### config.mk
export PLATFORM = sky130hd
export DESIGN_NAME = wbb_seq
export DESIGN_NICKNAME = d
export VERILOG_FILES = /design/src/rtl/wbb_pkg.sv /design/src/rtl/wbb_seq.sv
export SDC_FILE = /design/constraint.sdc
export NUM_CORES = 1
export LEC_CHECK = 0
export BUFFER_PORTS_ARGS = -buffer_cell sky130_fd_sc_hd__clkbuf_2
export CORE_MARGIN = 5
export CORE_UTILIZATION = 35
export DETAILED_ROUTE_END_ITERATION = 8
export PLACE_DENSITY = 0.63
export RECOVER_POWER = 25
export SETUP_SLACK_MARGIN = 0.5
export SKIP_LAST_GASP = 1
export SYNTH_ARGS = -nofsm -noshare
export SYNTH_HDL_FRONTEND = slang
export SYNTH_SLANG_ARGS = --single-unit
export TNS_END_PERCENT = 5
### constraint.sdc
create_clock -name i_clk -period 7.35 [get_ports i_clk]
set_input_delay 0.3675 -clock i_clk [delete_from_list [all_inputs] [get_ports i_clk]]
set_output_delay 0.3675 -clock i_clk [all_outputs]
set_load 0.02 [all_outputs]
### src/rtl/wbb_pkg.sv
// wbb_pkg: shared types, constants and helper functions for the weighted box blur
// no dependencies; used by wbb_seq, wbb_front, wbb_mac, wbb_chk and the top level
`default_nettype none

package wbb_pkg;

    // default sizing of the top level
    localparam int DEF_MAX_WIDTH    = 1024;
    localparam int DEF_MAX_CHANNELS = 4;
    localparam int DEF_MAX_KERNEL   = 7;

    // largest window the datapath is built for; the line word is padded to this
    localparam int KMAX       = 7;
    localparam int LINE_MAX_W = 8 * (KMAX - 1);

    // register map of the configuration port
    localparam logic [1:0] CFG_KERNEL   = 2'd0;
    localparam logic [1:0] CFG_WIDTH    = 2'd1;
    localparam logic [1:0] CFG_CHANNELS = 2'd2;
    localparam int         CFG_DATA_W   = 11;

    localparam logic [1:0]  RST_KERNEL   = 2'd0;
    localparam logic [10:0] RST_WIDTH    = 11'd1024;
    localparam logic [2:0]  RST_CHANNELS = 3'd3;

    // window size codes
    localparam logic [1:0] K3 = 2'd0;
    localparam logic [1:0] K5 = 2'd1;
    localparam logic [1:0] K7 = 2'd2;

    localparam int SUM_W = 14;  // 49 bytes
    localparam int ACC_W = 20;

    typedef struct packed {
        logic [7:0] sample;
        logic       frame_start;
    } t_in_item;

    typedef struct packed {
        logic [7:0]  blurred;
        logic [11:0] out_row;
        logic [9:0]  out_col;
        logic [1:0]  out_channel;
    } t_out_item;

    // per item control travelling down the pipe
    typedef struct packed {
        logic [11:0] out_row;
        logic [9:0]  out_col;
        logic [1:0]  out_channel;
        logic        produce;
        logic [1:0]  kc;
    } t_tag;

    // summary of one column vector: partial sums and the possible centre bytes
    typedef struct packed {
        logic [9:0]  s3;
        logic [10:0] s5;
        logic [10:0] s7;
        logic [7:0]  c1;
        logic [7:0]  c2;
        logic [7:0]  c3;
    } t_colsum;

    function automatic logic [3:0] k_size(input logic [1:0] kc);
        case (kc)
            K3:      k_size = 4'd3;
            K5:      k_size = 4'd5;
            default: k_size = 4'd7;
        endcase
    endfunction

    function automatic logic [10:0] col_pick(input t_colsum c, input logic [1:0] kc);
        case (kc)
            K3:      col_pick = 11'(c.s3);
            K5:      col_pick = c.s5;
            default: col_pick = c.s7;
        endcase
    endfunction

    function automatic logic [7:0] centre_pick(input t_colsum c, input logic [1:0] kc);
        case (kc)
            K3:      centre_pick = c.c1;
            K5:      centre_pick = c.c2;
            default: centre_pick = c.c3;
        endcase
    endfunction

    function automatic logic [4:0] w_sum(input logic [1:0] kc);
        case (kc)
            K3:      w_sum = 5'd28;
            K5:      w_sum = 5'd10;
            default: w_sum = 5'd5;
        endcase
    endfunction

    function automatic logic [3:0] w_centre(input logic [1:0] kc);
        case (kc)
            K3:      w_centre = 4'd3;
            K5:      w_centre = 4'd5;
            default: w_centre = 4'd10;
        endcase
    endfunction

endpackage

`default_nettype wire

### src/rtl/wbb_seq.sv
// wbb_seq: configuration registers and raster position counters
// depends on wbb_pkg
`default_nettype none

module wbb_seq #(
    parameter int MAX_WIDTH    = wbb_pkg::DEF_MAX_WIDTH,
    parameter int MAX_CHANNELS = wbb_pkg::DEF_MAX_CHANNELS,
    parameter int MAX_KERNEL   = wbb_pkg::DEF_MAX_KERNEL,
    parameter int XW  = $clog2(MAX_WIDTH),
    parameter int CHW = (MAX_CHANNELS > 1) ? $clog2(MAX_CHANNELS) : 1,
    parameter int SW  = $clog2(MAX_KERNEL)
) (
    input  wire logic                              i_clk,
    input  wire logic                              i_rst_n,
    input  wire logic                              i_cfg_we,
    input  wire logic [1:0]                        i_cfg_idx,
    input  wire logic [wbb_pkg::CFG_DATA_W-1:0]    i_cfg_data,
    input  wire logic                              i_acc,
    input  wire logic                              i_frame_start,
    output wbb_pkg::t_tag                          o_tag,
    output logic      [CHW-1:0]                    o_ch,
    output logic      [SW-1:0]                     o_slot,
    output logic      [XW+CHW-1:0]                 o_addr
);
    localparam int WW   = $clog2(MAX_WIDTH + 1);
    localparam int CMPW = (WW > 11) ? WW : 11;

    logic [1:0]     r_ksel;
    logic [10:0]    r_width;
    logic [2:0]     r_nch;
    logic [CHW-1:0] r_ch, ch0;
    logic [XW-1:0]  r_x, x0;
    logic [SW-1:0]  r_slot, slot0;
    logic [11:0]    r_row, row0;
    logic [1:0]     kc;
    logic [3:0]     km1;
    logic [CMPW-1:0] w_eff, x_inc;
    logic [2:0]     nch_eff, ch_inc;

    always_comb begin
        ch0   = i_frame_start ? '0 : r_ch;
        x0    = i_frame_start ? '0 : r_x;
        slot0 = i_frame_start ? '0 : r_slot;
        row0  = i_frame_start ? '0 : r_row;

        case (r_ksel)
            wbb_pkg::K3: kc = wbb_pkg::K3;
            wbb_pkg::K5: kc = wbb_pkg::K5;
            default:     kc = wbb_pkg::K7;
        endcase
        if (kc == wbb_pkg::K7 && MAX_KERNEL < 7) begin
            kc = (MAX_KERNEL >= 5) ? wbb_pkg::K5 : wbb_pkg::K3;
        end
        if (kc == wbb_pkg::K5 && MAX_KERNEL < 5) begin
            kc = wbb_pkg::K3;
        end
        km1 = wbb_pkg::k_size(kc) - 4'd1;

        if (r_width == '0) begin
            w_eff = CMPW'(1);
        end else if (CMPW'(r_width) > CMPW'(MAX_WIDTH)) begin
            w_eff = CMPW'(MAX_WIDTH);
        end else begin
            w_eff = CMPW'(r_width);
        end
        x_inc = CMPW'(x0) + CMPW'(1);

        if (r_nch == '0) begin
            nch_eff = 3'd1;
        end else if (r_nch > 3'(MAX_CHANNELS)) begin
            nch_eff = 3'(MAX_CHANNELS);
        end else begin
            nch_eff = r_nch;
        end
        ch_inc = 3'(ch0) + 3'd1;

        o_tag.produce     = (row0 >= 12'(km1)) && (CMPW'(x0) >= CMPW'(km1));
        o_tag.out_row     = row0 - 12'(km1);
        o_tag.out_col     = 10'(CMPW'(x0) - CMPW'(km1));
        o_tag.out_channel = 2'(ch0);
        o_tag.kc          = kc;
        o_ch   = ch0;
        o_slot = slot0;
        o_addr = {x0, ch0};
    end

    always_ff @(posedge i_clk) begin
        if (!i_rst_n) begin
            r_ksel  <= wbb_pkg::RST_KERNEL;
            r_width <= wbb_pkg::RST_WIDTH;
            r_nch   <= wbb_pkg::RST_CHANNELS;
            r_ch    <= '0;
            r_x     <= '0;
            r_slot  <= '0;
            r_row   <= '0;
        end else begin
            if (i_cfg_we) begin
                case (i_cfg_idx)
                    wbb_pkg::CFG_KERNEL:   r_ksel  <= i_cfg_data[1:0];
                    wbb_pkg::CFG_WIDTH:    r_width <= i_cfg_data[10:0];
                    wbb_pkg::CFG_CHANNELS: r_nch   <= i_cfg_data[2:0];
                    default: ;
                endcase
            end
            if (i_acc) begin
                if (ch_inc >= nch_eff) begin
                    r_ch <= '0;
                    if (x_inc >= w_eff) begin
                        r_x    <= '0;
                        r_slot <= '0;
                        r_row  <= row0 + 12'd1;
                    end else begin
                        r_x    <= XW'(x_inc);
                        r_slot <= (slot0 == SW'(MAX_KERNEL - 1)) ? '0 : slot0 + SW'(1);
                        r_row  <= row0;
                    end
                end else begin
                    r_ch   <= CHW'(ch_inc);
                    r_x    <= x0;
                    r_slot <= slot0;
                    r_row  <= row0;
                end
            end
        end
    end
endmodule

`default_nettype wire

Word-level counts from Yosys, hierarchy flattened --
Index checks and enable logic that the tools add are counted.
Operators by class: add/subtract/negate cells 7, $lt $le $gt $ge 6, equal/unequal tests 5, mux-type cells 18, reduce and logical (&&, ||, !) cells 9
Operators by type and width (number):
- 2-to-1 mux 12 bit | 3
- 2-to-1 mux 10 bit | 3
- 2-to-1 mux 11 bit | 2
- 2-to-1 mux 3 bit | 6
- adder 12 x 1 -> 12 bit (second input constant) | 1
- greater-or-equal comparator 12 x 4 -> 1 bit | 1
- subtractor 12 x 4 -> 12 bit | 1
- adder 10 x 1 -> 11 bit (second input constant) | 1
- greater-or-equal comparator 11 bit | 1
- greater-than comparator 11 bit (second input constant) | 1
- zero test 11 bit | 1
- greater-or-equal comparator 10 x 4 -> 1 bit | 1
- subtractor 10 x 4 -> 10 bit | 1
- equality test 2 x 1 -> 1 bit (second input constant) | 3
- zero test 2 bit | 3
- one-hot mux 3 bit (2 select lines) | 1
- AND reduction 2 bit | 3
- 2-to-1 mux 2 bit | 2
- one-hot mux 2 bit (2 select lines) | 1
- subtractor 4 x 1 -> 4 bit (second input constant) | 1
- adder 2 x 1 -> 3 bit (second input constant) | 1
- adder 3 x 1 -> 3 bit (second input constant) | 1
- equality test 3 bit (second input constant) | 1
- greater-or-equal comparator 3 bit | 1
- 4 further kinds | 4
Storage, ports and cells: register bits 43, input bits 18, output and inout port bits 44, logic and storage cells 52

Longest topological paths before layout --
Gate-level depths: netlist of the first run.
depth in word-level cells 7, mapped depth 17, mapped depth without buffers 14

Least setup slack after synthesis of the first run --
Ideal clock, no wire load.
kind input port to flip-flop, from input port i_frame_start, to register r_row[1], setup time 128 ps, arrival 3370 ps, required time 7222 ps, path slack 3853 ps, stages 15, buffers on the path 3, path through buf_2 nor2b_1 ha_1 and2_1 and4_1 and3_1 xnor2_1 ha_1 and4_1 and3_1 a32o_1 buf_6 buf_8 a222oi_1 nor2_1
On the way: cells in the longest elaborated chain, start to end 5, elaborated cells on any way between the ends 10
RTL lines:
- start: declaration | line wbb_seq.sv:19 | input wire logic i_frame_start,
- 2-to-1 mux 10 bit | line wbb_seq.sv:42 | x0 = i_frame_start ? '0 : r_x;
- via o_addr[2] | line wbb_seq.sv:23 | output logic [XW+CHW-1:0] o_addr
- adder 10 x 1 -> 11 bit | line wbb_seq.sv:66 | x_inc = CMPW'(x0) + CMPW'(1);
- greater-or-equal comparator 11 bit | line wbb_seq.sv:108 | if (x_inc >= w_eff) begin
- 2-to-1 mux 12 bit | line wbb_seq.sv:108
- 2-to-1 mux 12 bit | line wbb_seq.sv:106 | if (ch_inc >= nch_eff) begin
- end signal: assignment | line wbb_seq.sv:111 | r_row <= row0 + 12'd1;
- end signal: assignment | line wbb_seq.sv:115 | r_row <= row0;
- end signal: assignment | line wbb_seq.sv:121 | r_row <= row0;
- end: declaration | line wbb_seq.sv:34 | logic [11:0] r_row, row0;
The timed path passes the listed nets, and every way through them passes these cells. A chain may end at the register's enable or synchronous reset.

Final worst setup path of the first run --
from input port i_frame_start, to register r_row[6]
On the way: cells in the longest elaborated chain, start to end 5, elaborated cells on any way between the ends 10
RTL lines (line):
- 2-to-1 mux 10 bit | wbb_seq.sv:42
- adder 10 x 1 -> 11 bit | wbb_seq.sv:66
- greater-or-equal comparator 11 bit | wbb_seq.sv:108
- 2-to-1 mux 12 bit | wbb_seq.sv:108
- 2-to-1 mux 12 bit (*) | wbb_seq.sv:106
Every way passes the cells marked *; elsewhere a longest branch is shown, timed or not.

==> summary.md, run 1 <==
| Metric | Value |
|---|---|
| Critical path arrival | `4720 ps` |
| I/O Buffers | `61` |
| Most frequent cell after synthesis | `dfxtp_1` |
| Synth-to-layout area growth | `11.6%` |
| DRT Pass-1 Iters | `5` |
| Final period util | `0.615` |
| Starting Density | `0.360` |
| Main combinational cell family by area after synthesis | `simple AND/OR/NAND/NOR gates` |
| H-tree levels | `2` |
| Clk_lat worst skew | `300 ps` |
| Post-synth EDFFs | `0` |
| Slew Viols, Final | `0` |
| FF-to-FF path depth | `12` |
| Hold slack | `296 ps` |
| Core area | `0.00872 sq mm` |
| Critical path type | `in -> reg` |
| Final antenna-violating net count | `0` |
| Tmin final | `4520 ps` |
| Die Area | `0.0110 sq mm` |
| Hold WC Path Type | `in -> reg` |
| Diode count | `0` |
| Switching share of power | `0.329` |
| CTS Buf Count | `5` |
| Total GRT Usage | `0.159` |
| Synth Area in XOR/XNOR | `0.0418` |
| Largest net degree at the start of global routing | `35` |
| Syn nets | `448` |
| Compound-Gate Fraction of Synth Area | `0.196` |
| Final weighted congestion in routability-driven placement | `0.881` |
| Reg-to-Reg End | `r_row[6]` |
| Leakage | `1.58 nW` |
| Routed WL per cell | `15.7 um` |
| Synth Area in Adders | `0.0965` |
| Top post-synthesis cells by area | `dfxtp_1 (27%), ha_1 (8.4%), mux2i_1 (5.7%), nand2_1 (5.0%), nor2_1 (5.0%)` |
| Synthesized area | `0.00314 sq mm` |
| Setup Skew | `6.05 ps` |
| Hold_buf cts | `0` |
| Dominant synthesized flop cell | `dfxtp_1` |
| Largest buffer count on any clock path | `2` |
| Chip height | `105 um` |
| Pwr dens | `153 mW/mm^2` |
| First-pass GRT wire length | `14,800 um` |
| Via count | `3,092` |
| Simple-gate share of the synthesized area | `0.250` |
| Setup WS pre-CTS | `3200 ps` |
| Internal Power | `0.360 mW` |
| Vias in the first global route | `3,084` |
| Placed Cells | `547` |
| # resized after CTS | `0` |
| Share of cells above drive strength 1 | `0.164` |
| Post-DP HPWL | `6500 um` |
| Final Power | `0.537 mW` |
| R2r setup slk | `3800 ps` |
| Mean Syn Cell Area | `7.71 sq um` |
| Max Cap Violations | `0` |
| RSZ-0062 raised after global routing | `false` |
| Clock root cell | `clkbuf_8` |
| Min-delay src | `i_cfg_data[3]` |
| Number of register bits inferred by synthesis | `43` |
| RR Startpoint | `r_x[0]` |
| Synth cell types | `55` |
| Post-CTS Setup Bufs | `0` |
| Sequential share of the synthesized area | `0.274` |
| Final Hold Vio Count | `0` |
| Detailed-route DRC error count | `0` |
| Number of vias per cell | `5.58` |
| Mux contribution to synthesized area | `0.0574` |
| Final worst slack | `2830 ps` |
| Fin cells | `554` |
| Psw | `0.177 mW` |
| Post-synthesis cell type with the largest combined area | `dfxtp_1` |
| Top post-synthesis cells by count | `dfxtp_1 (43), nand2_1 (42), nor2_1 (42)` |
| Cells after Synth | `407` |
| Yosys warnings | `0` |
| Hold Path Depth | `3` |
| NumNets Final | `487` |
| End-of-flow core utilization | `0.402` |
| Seq pwr share | `0.461` |
| Setup total negative slack | `0 ps` |
| Endpoint, Worst Hold | `r_width[3]` |
| Post-Place Cell Area | `0.00342 sq mm` |
| Max frequency | `221 MHz` |
| Num Clock Sinks | `43` |
| Worst-path clk slew | `80 ps` |
| CTS tree | `done` |
| Critical Path Start Type | `primary input` |
| Clk pwr share | `0.293` |
| Worst slew margin | `0.0586` |
| Yosys top cell area share | `0.274` |
| IO Pins | `62` |
| VDD IR-drop max | `93.4 uV` |
| Status | `completed` |
| Die Wd | `105 um` |
| Setup Viol. Count Final | `0` |
| Total routed wirelength | `8680 um` |
| Critical path fanouts, max | `34` |
| Design Area, Final | `0.00350 sq mm` |
| Async S/R FF share, synth | `0` |
| Antenna violations before repair | `0` |
| Placement row count | `34` |
| Grt ovf | `0` |
| Worst EP required | `7550 ps` |
| Comb pwr share | `0.246` |
| Endpoint class of the critical path | `register` |
| Worst-Margin Slew | `1410 ps` |
| Initial DRC Count | `159` |
worst max-delay path, cell delays in order:
cell      delay, ps
clkbuf_1       1000
inv_2           360
nand2_1         200
inv_1            90
ha_1            200
and2_1          170
and4_1          220
and3_1          210
and3_1          190
ha_1            310
nand2_1          60
o21ai_0         310
a32o_1          640
a21oi_1         140
a311oi_1        250
kinds of logic (layout without fill, tap and decap cells):
logic type / count (synthesis) / count (layout)
adders and majority gates: 23 / 23
xor gates and xnor gates: 15 / 15
buffers and inverters: 57 / 96
and+or+nand+nor: 159 / 159
DFF: 43 / 43
muxes: 18 / 18
AOI/OAI and AO/OA: 92 / 92
layout by cell type, fill, tap and decap left out, types with 2 or more instances in the layout:
cell      synthesis  final
and2_1            3      3
nand4_1           8      8
or2_2             2      2
nor3_1            8      8
ha_1             21     21
a211oi_1          7      7
a221oi_1          8      8
clkbuf_2          1     53
clkbuf_1         15      8
a21oi_1          23     23
o21ai_0          23     23
nor2_1           42     42
and3_1            6      6
o21a_1            3      3
fa_1              2      2
and4_1            2      2
nand2_1          42     42
nor4_1            5      5
a311oi_1          3      3
xor2_1            3      3
xnor2_1          12     12
a32o_1            2      2
clkbuf_8          0      6
nor2b_1          13     13
nand3b_1          3      3
o31ai_1           3      3
nand3_1          13     13
nand2b_1          4      4
a31oi_1           2      2
mux2i_1          18     18
inv_1            25     26
dfxtp_1          43     43
a32oi_1           2      2
nor3b_1           5      5
a31o_2            4      4
power groups by stage:
stage | Combinational (mW) | Clock [mW] | Sequential (mW)
after floorplan | 0.0971 | 0 | 0.250
after global placement | 0.131 | 0 | 0.253
after detailed placement | 0.133 | 0 | 0.253
after CTS | 0.133 | 0.161 | 0.247
after global routing | 0.146 | 0.171 | 0.249
final | 0.132 | 0.157 | 0.248
flip-flops by register name, indices dropped and copies added (netlist names):
signal,cells
r_x,10
r_width,11
r_ch,2
r_row,12
r_nch,3
r_slot,3
r_ksel,2
per-layer routing:
metal  up-vias  global-route usage  wire, um
li1       1511                   -         -
met1      1455               0.209      3950
met2       110               0.254      3910
met3        16              0.0395       651
met4         0              0.0530       164
met5         -                   0         0
worst max-delay path by stage:
stage	start	to	slack, ps	cells after the start
5_1_grt	i_frame_start	r_row[6]	2440	15
4_1_cts	i_frame_start	r_row[4]	3510	15
3_3_place_gp	i_frame_start	r_row[2]	3320	15
3_5_place_dp	i_frame_start	r_row[4]	3200	15
2_1_floorplan	i_frame_start	r_row[1]	3850	15
6_report	i_frame_start	r_row[6]	2830	15
area by class of cell:
class	instances	area, sq um
tap	108	135
clock inverter	1	5.00
timing repair buffer	62	303
multi-input combinational	307	2010
sequential	43	861
fill	916	5220
clock buffer	6	82.6
inverter	27	101
(Power assumes the default switching activity.)
==> run 2: changes to the inputs <==
--- a/config.mk
+++ b/config.mk
@@ -5,11 +5,12 @@
 export SDC_FILE = /design/constraint.sdc
 export NUM_CORES = 1
 export LEC_CHECK = 0
+export ABC_AREA = 1
 export BUFFER_PORTS_ARGS = -buffer_cell sky130_fd_sc_hd__clkbuf_2
 export CORE_MARGIN = 5
 export CORE_UTILIZATION = 35
 export DETAILED_ROUTE_END_ITERATION = 8
-export PLACE_DENSITY = 0.63
+export PLACE_DENSITY = 0.64
 export RECOVER_POWER = 25
 export SETUP_SLACK_MARGIN = 0.5
 export SKIP_LAST_GASP = 1
==> constraint.sdc (replaced) <==
create_clock -name i_clk -period 3.9 [get_ports i_clk]
set_input_delay 0.195 -clock i_clk [delete_from_list [all_inputs] [get_ports i_clk]]
set_output_delay 0.195 -clock i_clk [all_outputs]
set_load 0.02 [all_outputs]
==> run 2 against run 1 <==
  * Setup slack worse by 1900 ps
  * Via count is 8.4% higher
  * Critical path type unchanged
  * Global-route usage fell by 0.44 points
==> summary.md, run 2 <==
| Metric | Value |
|---|---|
| Placed Cells | `711 (was 547)` |
| Die Wd | `109 um (was 105 um)` |
| Max Cap Violations | `0 (unchanged)` |
| Yosys top cell area share | `0.251 (was 0.274)` |
| First-pass GRT wire length | `14,800 um (about the same)` |
| End-of-flow core utilization | `0.401 (was 0.402)` |
| Worst EP required | `4110 ps (was 7550 ps)` |
| Largest net degree at the start of global routing | `44 (was 35)` |
| Max FFs per register | `12 (unchanged)` |
| Setup Skew | `5.46 ps (was 6.05 ps)` |
| Critical path type | `in -> reg (unchanged)` |
| Final period util | `0.766` |
| Number of vias per cell | `4.66 (was 5.58)` |
| Worst slew margin | `0.0958 (was 0.0586)` |
| Dominant synthesized flop cell | `dfxtp_1 (unchanged)` |
| Endpoint class of the critical path | `register (unchanged)` |
| WL met1 | `4130 um (was 3950 um)` |
| Largest buffer count on any clock path | `2 (unchanged)` |
| Pwr dens | `291 mW/mm^2 (was 153 mW/mm^2)` |
| Post-CTS Setup Bufs | `0 (unchanged)` |
| Die Area | `0.0119 sq mm (was 0.0110 sq mm)` |
| Total GRT Usage | `0.154 (was 0.159)` |
| Met2 Wirelength | `4090 um (was 3910 um)` |
| CTS tree | `done (unchanged)` |
| Yosys warnings | `0 (unchanged)` |
| Setup WS pre-CTS | `684 ps (was 3200 ps)` |
| Synth cell types | `38 (was 55)` |
| Diode count | `0 (unchanged)` |
| Most frequent cells in the layout | `nand2_1 (104), inv_1 (89), nor2_1 (82) (was clkbuf_2 (53), dfxtp_1 (43), nand2_1 (42), nor2_1 (42), inv_1 (26))` |
| Slew Viols, Final | `0 (unchanged)` |
| Final Hold Vio Count | `0 (unchanged)` |
| Vias in the first global route | `3,154 (was 3,084)` |
| NumNets Final | `626 (was 487)` |
| Antenna violations before repair | `0 (unchanged)` |
| Routed WL per cell | `12.3 um (was 15.7 um)` |
| Critical Path Start Type | `primary input (unchanged)` |
| Hold WC Path Type | `in -> reg (unchanged)` |
| Met3 WL | `542 um (was 651 um)` |
| VDD IR-drop max | `149 uV (was 93.4 uV)` |
| Top Metal Used | `met4 (unchanged)` |
| Mean Syn Cell Area | `6.41 sq um (was 7.71 sq um)` |
| Tmin final | `2990 ps` |
| Top post-synthesis cells by area | `dfxtp_1 (25%), nand2_1 (11%), inv_1 (9.8%), nor2_1 (8.7%), ha_1 (7.7%) (was dfxtp_1 (27%), ha_1 (8.4%), mux2i_1 (5.7%), nand2_1 (5.0%), nor2_1 (5.0%))` |
| Leading cell type in the layout, fill and taps excluded | `nand2_1 (was clkbuf_2)` |
| Clk_lat worst skew | `290 ps (was 300 ps)` |
| Final worst slack | `913 ps (was 2830 ps)` |
| Syn nets | `575 (was 448)` |
| Share of cells above drive strength 1 | `0.155 (was 0.164)` |
| Leakage | `1.84 nW (was 1.58 nW)` |
| Post-DP HPWL | `6860 um (was 6500 um)` |
| I/O Buffers | `61 (unchanged)` |
| Final antenna-violating net count | `0 (unchanged)` |
| Synth-to-layout area growth | `12.9% (was 11.6%)` |
| Chip height | `109 um (was 105 um)` |
| Detailed-route DRC error count | `0 (unchanged)` |
| DRT Pass-1 Iters | `4 (was 5)` |
| Num Clock Sinks | `43 (unchanged)` |
| Core area | `0.00964 sq mm (was 0.00872 sq mm)` |
| FILL cells | `1,058 (was 916)` |
| Post-synth EDFFs | `0 (unchanged)` |
| Fin cells | `719 (was 554)` |
| Setup total negative slack | `0 ps (unchanged)` |
| Setup Viol. Count Final | `0 (unchanged)` |
| Placement row count | `36 (was 34)` |
| Number of register bits inferred by synthesis | `43 (unchanged)` |
| Sequential share of the synthesized area | `0.251 (was 0.274)` |
| IO Pins | `62 (unchanged)` |
| Initial DRC Count | `192 (was 159)` |
| RSZ-0062 raised after global routing | `false (unchanged)` |
| Via count | `3,352 (was 3,092)` |
| Worst-path clk slew | `80 ps (about the same)` |
| Post-synthesis cell type with the largest combined area | `dfxtp_1 (unchanged)` |
| Hold_buf cts | `0 (unchanged)` |
| Synthesized area | `0.00342 sq mm (was 0.00314 sq mm)` |
| Critical path fanouts, max | `17 (was 34)` |
| Largest Register | `r_row (unchanged)` |
| Status | `completed (unchanged)` |
| Starting Density | `0.355 (was 0.360)` |
| Final weighted congestion in routability-driven placement | `0.859 (was 0.881)` |
| Most frequent cell after synthesis | `nand2_1 (was dfxtp_1)` |
| H-tree levels | `2 (unchanged)` |
| Clock root cell | `clkbuf_8 (unchanged)` |
| Critical path arrival | `3200 ps (was 4720 ps)` |
| Top post-synthesis cells by count | `nand2_1 (104), inv_1 (89), nor2_1 (79) (was dfxtp_1 (43), nand2_1 (42), nor2_1 (42))` |
| Grt ovf | `0 (unchanged)` |
| Async S/R FF share, synth | `0 (unchanged)` |
| Total routed wirelength | `8820 um (was 8680 um)` |
| Cells after Synth | `534 (was 407)` |
| Top flop regs | `r_row: 12 flops, r_width: 11 flops, r_x: 10 flops (unchanged)` |
| Worst-Margin Slew | `1360 ps (was 1410 ps)` |
| CTS Buf Count | `5 (unchanged)` |
| Max frequency | `335 MHz` |
run 2: cell types whose count changed after synthesis, moves of 7 or more:
cell | previous run | this run
nand3_1 | 13 | 30
xnor2_1 | 12 | 1
o21ai_0 | 23 | 38
inv_1 | 25 | 89
xor2_1 | 3 | 23
nor2_1 | 42 | 79
mux2i_1 | 18 | 0
a211oi_1 | 7 | 0
nor2_2 | 0 | 8
nor2b_1 | 13 | 0
a21oi_1 | 23 | 16
a31oi_1 | 2 | 11
nand2_1 | 42 | 104
a221oi_1 | 8 | 0
run 2: layout make-up:
cell class | count | area (sq um) | area share
clock buffer | 7 | 76.3 | 0.0197
clock inverter | 1 | 5.00 | 0.00129
inverter | 93 | 350 | 0.0906
multi-input combinational | 375 | 2070 | 0.536
sequential | 43 | 861 | 0.223
tap | 133 | 166 | 0.0430
timing repair buffer | 67 | 337 | 0.0871
run 2: stage by stage:
step	hold slack [ps]	power, mW	cell area [sq um]
after floorplan	321	0.745	3420
after global placement	416	0.850	3800
after detailed placement	422	0.857	3800
after CTS	108	1.14	3880
after global routing	123	1.20	3870
final	116	1.13	3870
run 2: final timing paths:
path | slack [ps] | from | endpoint | cells after the start
worst max-delay path | 910 | i_frame_start | r_slot[0] | 18
worst min-delay path | 120 | i_cfg_data[10] | r_width[10] | 3
worst max register to register | 960 | r_x[1] | r_slot[0] | 21
worst min register to register | 480 | r_ksel[0] | r_ksel[0] | 2
run 2: logic make-up after synthesis:
group,share of synthesized area
buffers and inverters,0.143
flip-flops,0.251
AO/OA/AOI/OAI,0.114
XOR/XNOR,0.0614
adder cells (fa/ha/maj),0.0884
AND/OR/NAND/NOR,0.342
run 2: layer usage:
layer	track usage	up-vias
met5	0	-
met4	0.0298	0
met3	0.0302	6
met2	0.255	75
met1	0.210	1497
li1	-	1774
run 2: power by group:
group	internal, mW	switching, mW
sequential	0.460	0.0145
clock	0.126	0.157
combinational	0.121	0.249
run 2: repair_timing:
item                                    CTS  global route
hold endpoints to repair                  0             0
endpoints found under the setup margin    0            12
gates resized for setup                   0             2
run 2: worst max-delay path: stages:
cell and delay, ps:
clkbuf_2 300, clkinvlp_2 530, nand2_2 240, inv_1 150
nand2_1 90, nor2_1 50, nand3_1 90, xor2_1 210
ha_1 260, nand2_1 80, o21bai_1 110, nand2_1 60
nor2_1 170, nand2_4 170, nor2_2 150, buf_4 170
nand2_1 50, a31oi_1 130
==> run 3: changes to the inputs <==
--- a/config.mk
+++ b/config.mk
@@ -5,12 +5,12 @@
 export SDC_FILE = /design/constraint.sdc
 export NUM_CORES = 1
 export LEC_CHECK = 0
-export ABC_AREA = 1
+export ABC_AREA = 0
 export BUFFER_PORTS_ARGS = -buffer_cell sky130_fd_sc_hd__clkbuf_2
 export CORE_MARGIN = 5
 export CORE_UTILIZATION = 35
 export DETAILED_ROUTE_END_ITERATION = 8
-export PLACE_DENSITY = 0.64
+export PLACE_DENSITY = 0.63
 export RECOVER_POWER = 25
 export SETUP_SLACK_MARGIN = 0.5
 export SKIP_LAST_GASP = 1
==> constraint.sdc (replaced) <==
create_clock -name i_clk -period 3 [get_ports i_clk]
set_input_delay 0.15 -clock i_clk [delete_from_list [all_inputs] [get_ports i_clk]]
set_output_delay 0.15 -clock i_clk [all_outputs]
set_load 0.02 [all_outputs]
==> run 3 against run 2 <==
  * Clock power rose by 74%
  * Register-to-register slack worse by 830 ps
  * Die area is 7.6% lower
  * Cell count fell by 19%
  * Sequential cell count did not move
  * Final area grew 3.8%
  * Largest power group unchanged
==> summary.md, run 3 (synthesis results as in run 1) <==
| Metric | Value |
|---|---|
| Status | `completed (unchanged)` |
| Hold WC Path Type | `in -> reg (unchanged)` |
| Critical-path cell list | `buf_4 -> nand3_4 -> nor4_4 -> buf_4 -> nand3_4 -> xnor2_2 -> ha_1 -> and4_4 -> and3_1 -> a32o_2 -> buf_12 -> a222oi_1 -> nor2_1 (was clkbuf_2 -> clkinvlp_2 -> nand2_2 -> inv_1 -> nand2_1 -> nor2_1 -> nand3_1 -> xor2_1 -> ha_1 -> nand2_1 -> o21bai_1 -> nand2_1 -> nor2_1 -> nand2_4 -> nor2_2 -> buf_4 -> nand2_1 -> a31oi_1)` |
| Core area | `0.00872 sq mm (was 0.00964 sq mm)` |
| Antenna violations before repair | `0 (unchanged)` |
| NumNets Final | `514 (was 626)` |
| Placed Cells | `567 (was 711)` |
| Max frequency | `349 MHz` |
| Setup Viol. Count Final | `0 (unchanged)` |
| I/O Buffers | `61 (unchanged)` |
| DRT Pass-1 Iters | `5 (was 4)` |
| Setup Skew | `13.5 ps (was 5.46 ps)` |
| IO Pins | `62 (unchanged)` |
| VDD IR-drop max | `203 uV (was 149 uV)` |
| Die Area | `0.0110 sq mm (was 0.0119 sq mm)` |
| Fin cells | `582 (was 719)` |
| Post-DP HPWL | `6800 um (was 6860 um)` |
| Worst slew margin | `0.219 (was 0.0958)` |
| Chip height | `105 um (was 109 um)` |
| Detailed-route DRC error count | `0 (unchanged)` |
| Final antenna-violating net count | `0 (unchanged)` |
| Critical path type | `reg -> reg (was in -> reg)` |
| H-tree levels | `2 (unchanged)` |
| CP max stage cell | `dfxtp_2 (was clkinvlp_2)` |
| Worst EP required | `3180 ps (was 4110 ps)` |
| Total GRT Usage | `0.165 (was 0.154)` |
| Max FFs per register | `12 (unchanged)` |
| Critical path arrival | `3050 ps (was 3200 ps)` |
| RSZ-0062 raised after global routing | `true (was false)` |
| Final period util | `0.956` |
| CP max stage delay | `360 ps (was 530 ps)` |
| Grt ovf | `0 (unchanged)` |
| Initial DRC Count | `176 (was 192)` |
| Most frequent cells in the layout | `clkbuf_2 (55), nor2_1 (42), nand2_1 (40) (was nand2_1 (104), inv_1 (89), nor2_1 (82))` |
| Top flop regs | `r_row: 12 flops, r_width: 11 flops, r_x: 10 flops (unchanged)` |
| FF-to-FF path depth | `13 (was 21)` |
| Worst-Margin Slew | `1170 ps (was 1360 ps)` |
| CTS tree | `done (unchanged)` |
| Critical path fanouts, max | `6 (was 17)` |
| Slew Viols, Final | `0 (unchanged)` |
| CP Depth | `13 (was 18)` |
| Starting Density | `0.360 (was 0.355)` |
| Clk_lat worst skew | `310 ps (was 290 ps)` |
| Leading cell type in the layout, fill and taps excluded | `clkbuf_2 (was nand2_1)` |
| CTS Buf Count | `5 (unchanged)` |
| Die Wd | `105 um (was 109 um)` |
| Critical Path Start Type | `register (was primary input)` |
| Buf/Inv on CP | `3 (was 4)` |
| Pwr dens | `368 mW/mm^2 (was 291 mW/mm^2)` |
| Routed WL per cell | `16.0 um (was 12.3 um)` |
| Vias in the first global route | `3,131 (was 3,154)` |
| Share of cells above drive strength 1 | `0.287 (was 0.155)` |
| Via count | `3,184 (was 3,352)` |
| Synth-to-layout area growth | `27.8% (was 12.9%)` |
| R2r setup slk | `130 ps (was 960 ps)` |
| Largest Register | `r_row (unchanged)` |
| Tmin final | `2870 ps` |
| Final weighted congestion in routability-driven placement | `0.876 (was 0.859)` |
| Worst path top cell family by delay | `simple AND/OR/NAND/NOR gates (was buffers and inverters)` |
| Num Clock Sinks | `43 (unchanged)` |
| Max Cap Violations | `0 (unchanged)` |
| Hold_buf cts | `0 (unchanged)` |
| Clock root cell | `clkbuf_8 (unchanged)` |
| Leakage | `1.82 nW (was 1.84 nW)` |
| Hold Path Depth | `3 (unchanged)` |
| Endpoint class of the critical path | `register (unchanged)` |
| Final Hold Vio Count | `0 (unchanged)` |
| Total routed wirelength | `9320 um (was 8820 um)` |
| Placement row count | `34 (was 36)` |
| Diode count | `0 (unchanged)` |
| First-pass GRT wire length | `15,500 um (was 14,800 um)` |
| Largest net degree at the start of global routing | `28 (was 44)` |
| Number of vias per cell | `5.47 (was 4.66)` |
| Largest buffer count on any clock path | `2 (unchanged)` |
| Setup total negative slack | `0 ps (unchanged)` |
| Worst-path clk slew | `100 ps (was 80 ps)` |
run 3: final cells by class:
cell class	count	area (sq um)
inverter	27	101
clock inverter	2	38.8
clock buffer	6	82.6
multi-input combinational	307	2250
fill	850	4710
tap	108	135
timing repair buffer	89	536
sequential	43	871
run 3: stage by stage:
stage	utilization	hold slack (ps)	power, mW	setup WS (ps)	instance area, sq um
floorplan	-	275	0.855	49.0	3180
global placement	0.416	382	0.963	48.5	3620
detailed placement	0.416	390	0.969	45.1	3620
CTS	0.440	73.1	1.47	154	3840
global route	0.460	70.3	1.55	54.8	4010
finish	0.460	79.2	1.47	132	4010
run 3: repair_timing:
item	4_1_cts	5_1_grt
gates resized for setup	14	30
pin swaps	5	18
setup buffers	1	6
gates cloned	0	0
endpoints found under the setup margin	28	34
run 3: worst register-to-register path, delay by kind of cell, from the launching register on:
kind	cells	cell delay [ps]
compound gates	2	520
xor+xnor	1	230
fa+ha+maj	1	290
flops	1	360
simple gates	6	890
buf+inv	3	450
run 3: worst paths after layout:
check           startpoint    endpoint
max                 r_x[0]    r_row[1]
min          i_cfg_data[9]  r_width[9]
min reg2reg        r_ch[1]     r_ch[1]
max reg2reg         r_x[0]    r_row[1]
run 3: power by group:
| group | switching (mW) | internal, mW | total [mW] |
|---|---|---|---|
| sequential | 0.0177 | 0.590 | 0.608 |
| clock | 0.219 | 0.274 | 0.493 |
| combinational | 0.231 | 0.143 | 0.373 |
| total | 0.468 | 1.01 | 1.47 |
run 3: layer usage:
metal | track usage | wire, um
met5 | 0 | 0
met3 | 0.0351 | 598
met2 | 0.276 | 4440
met1 | 0.219 | 4180
met4 | 0.0374 | 99
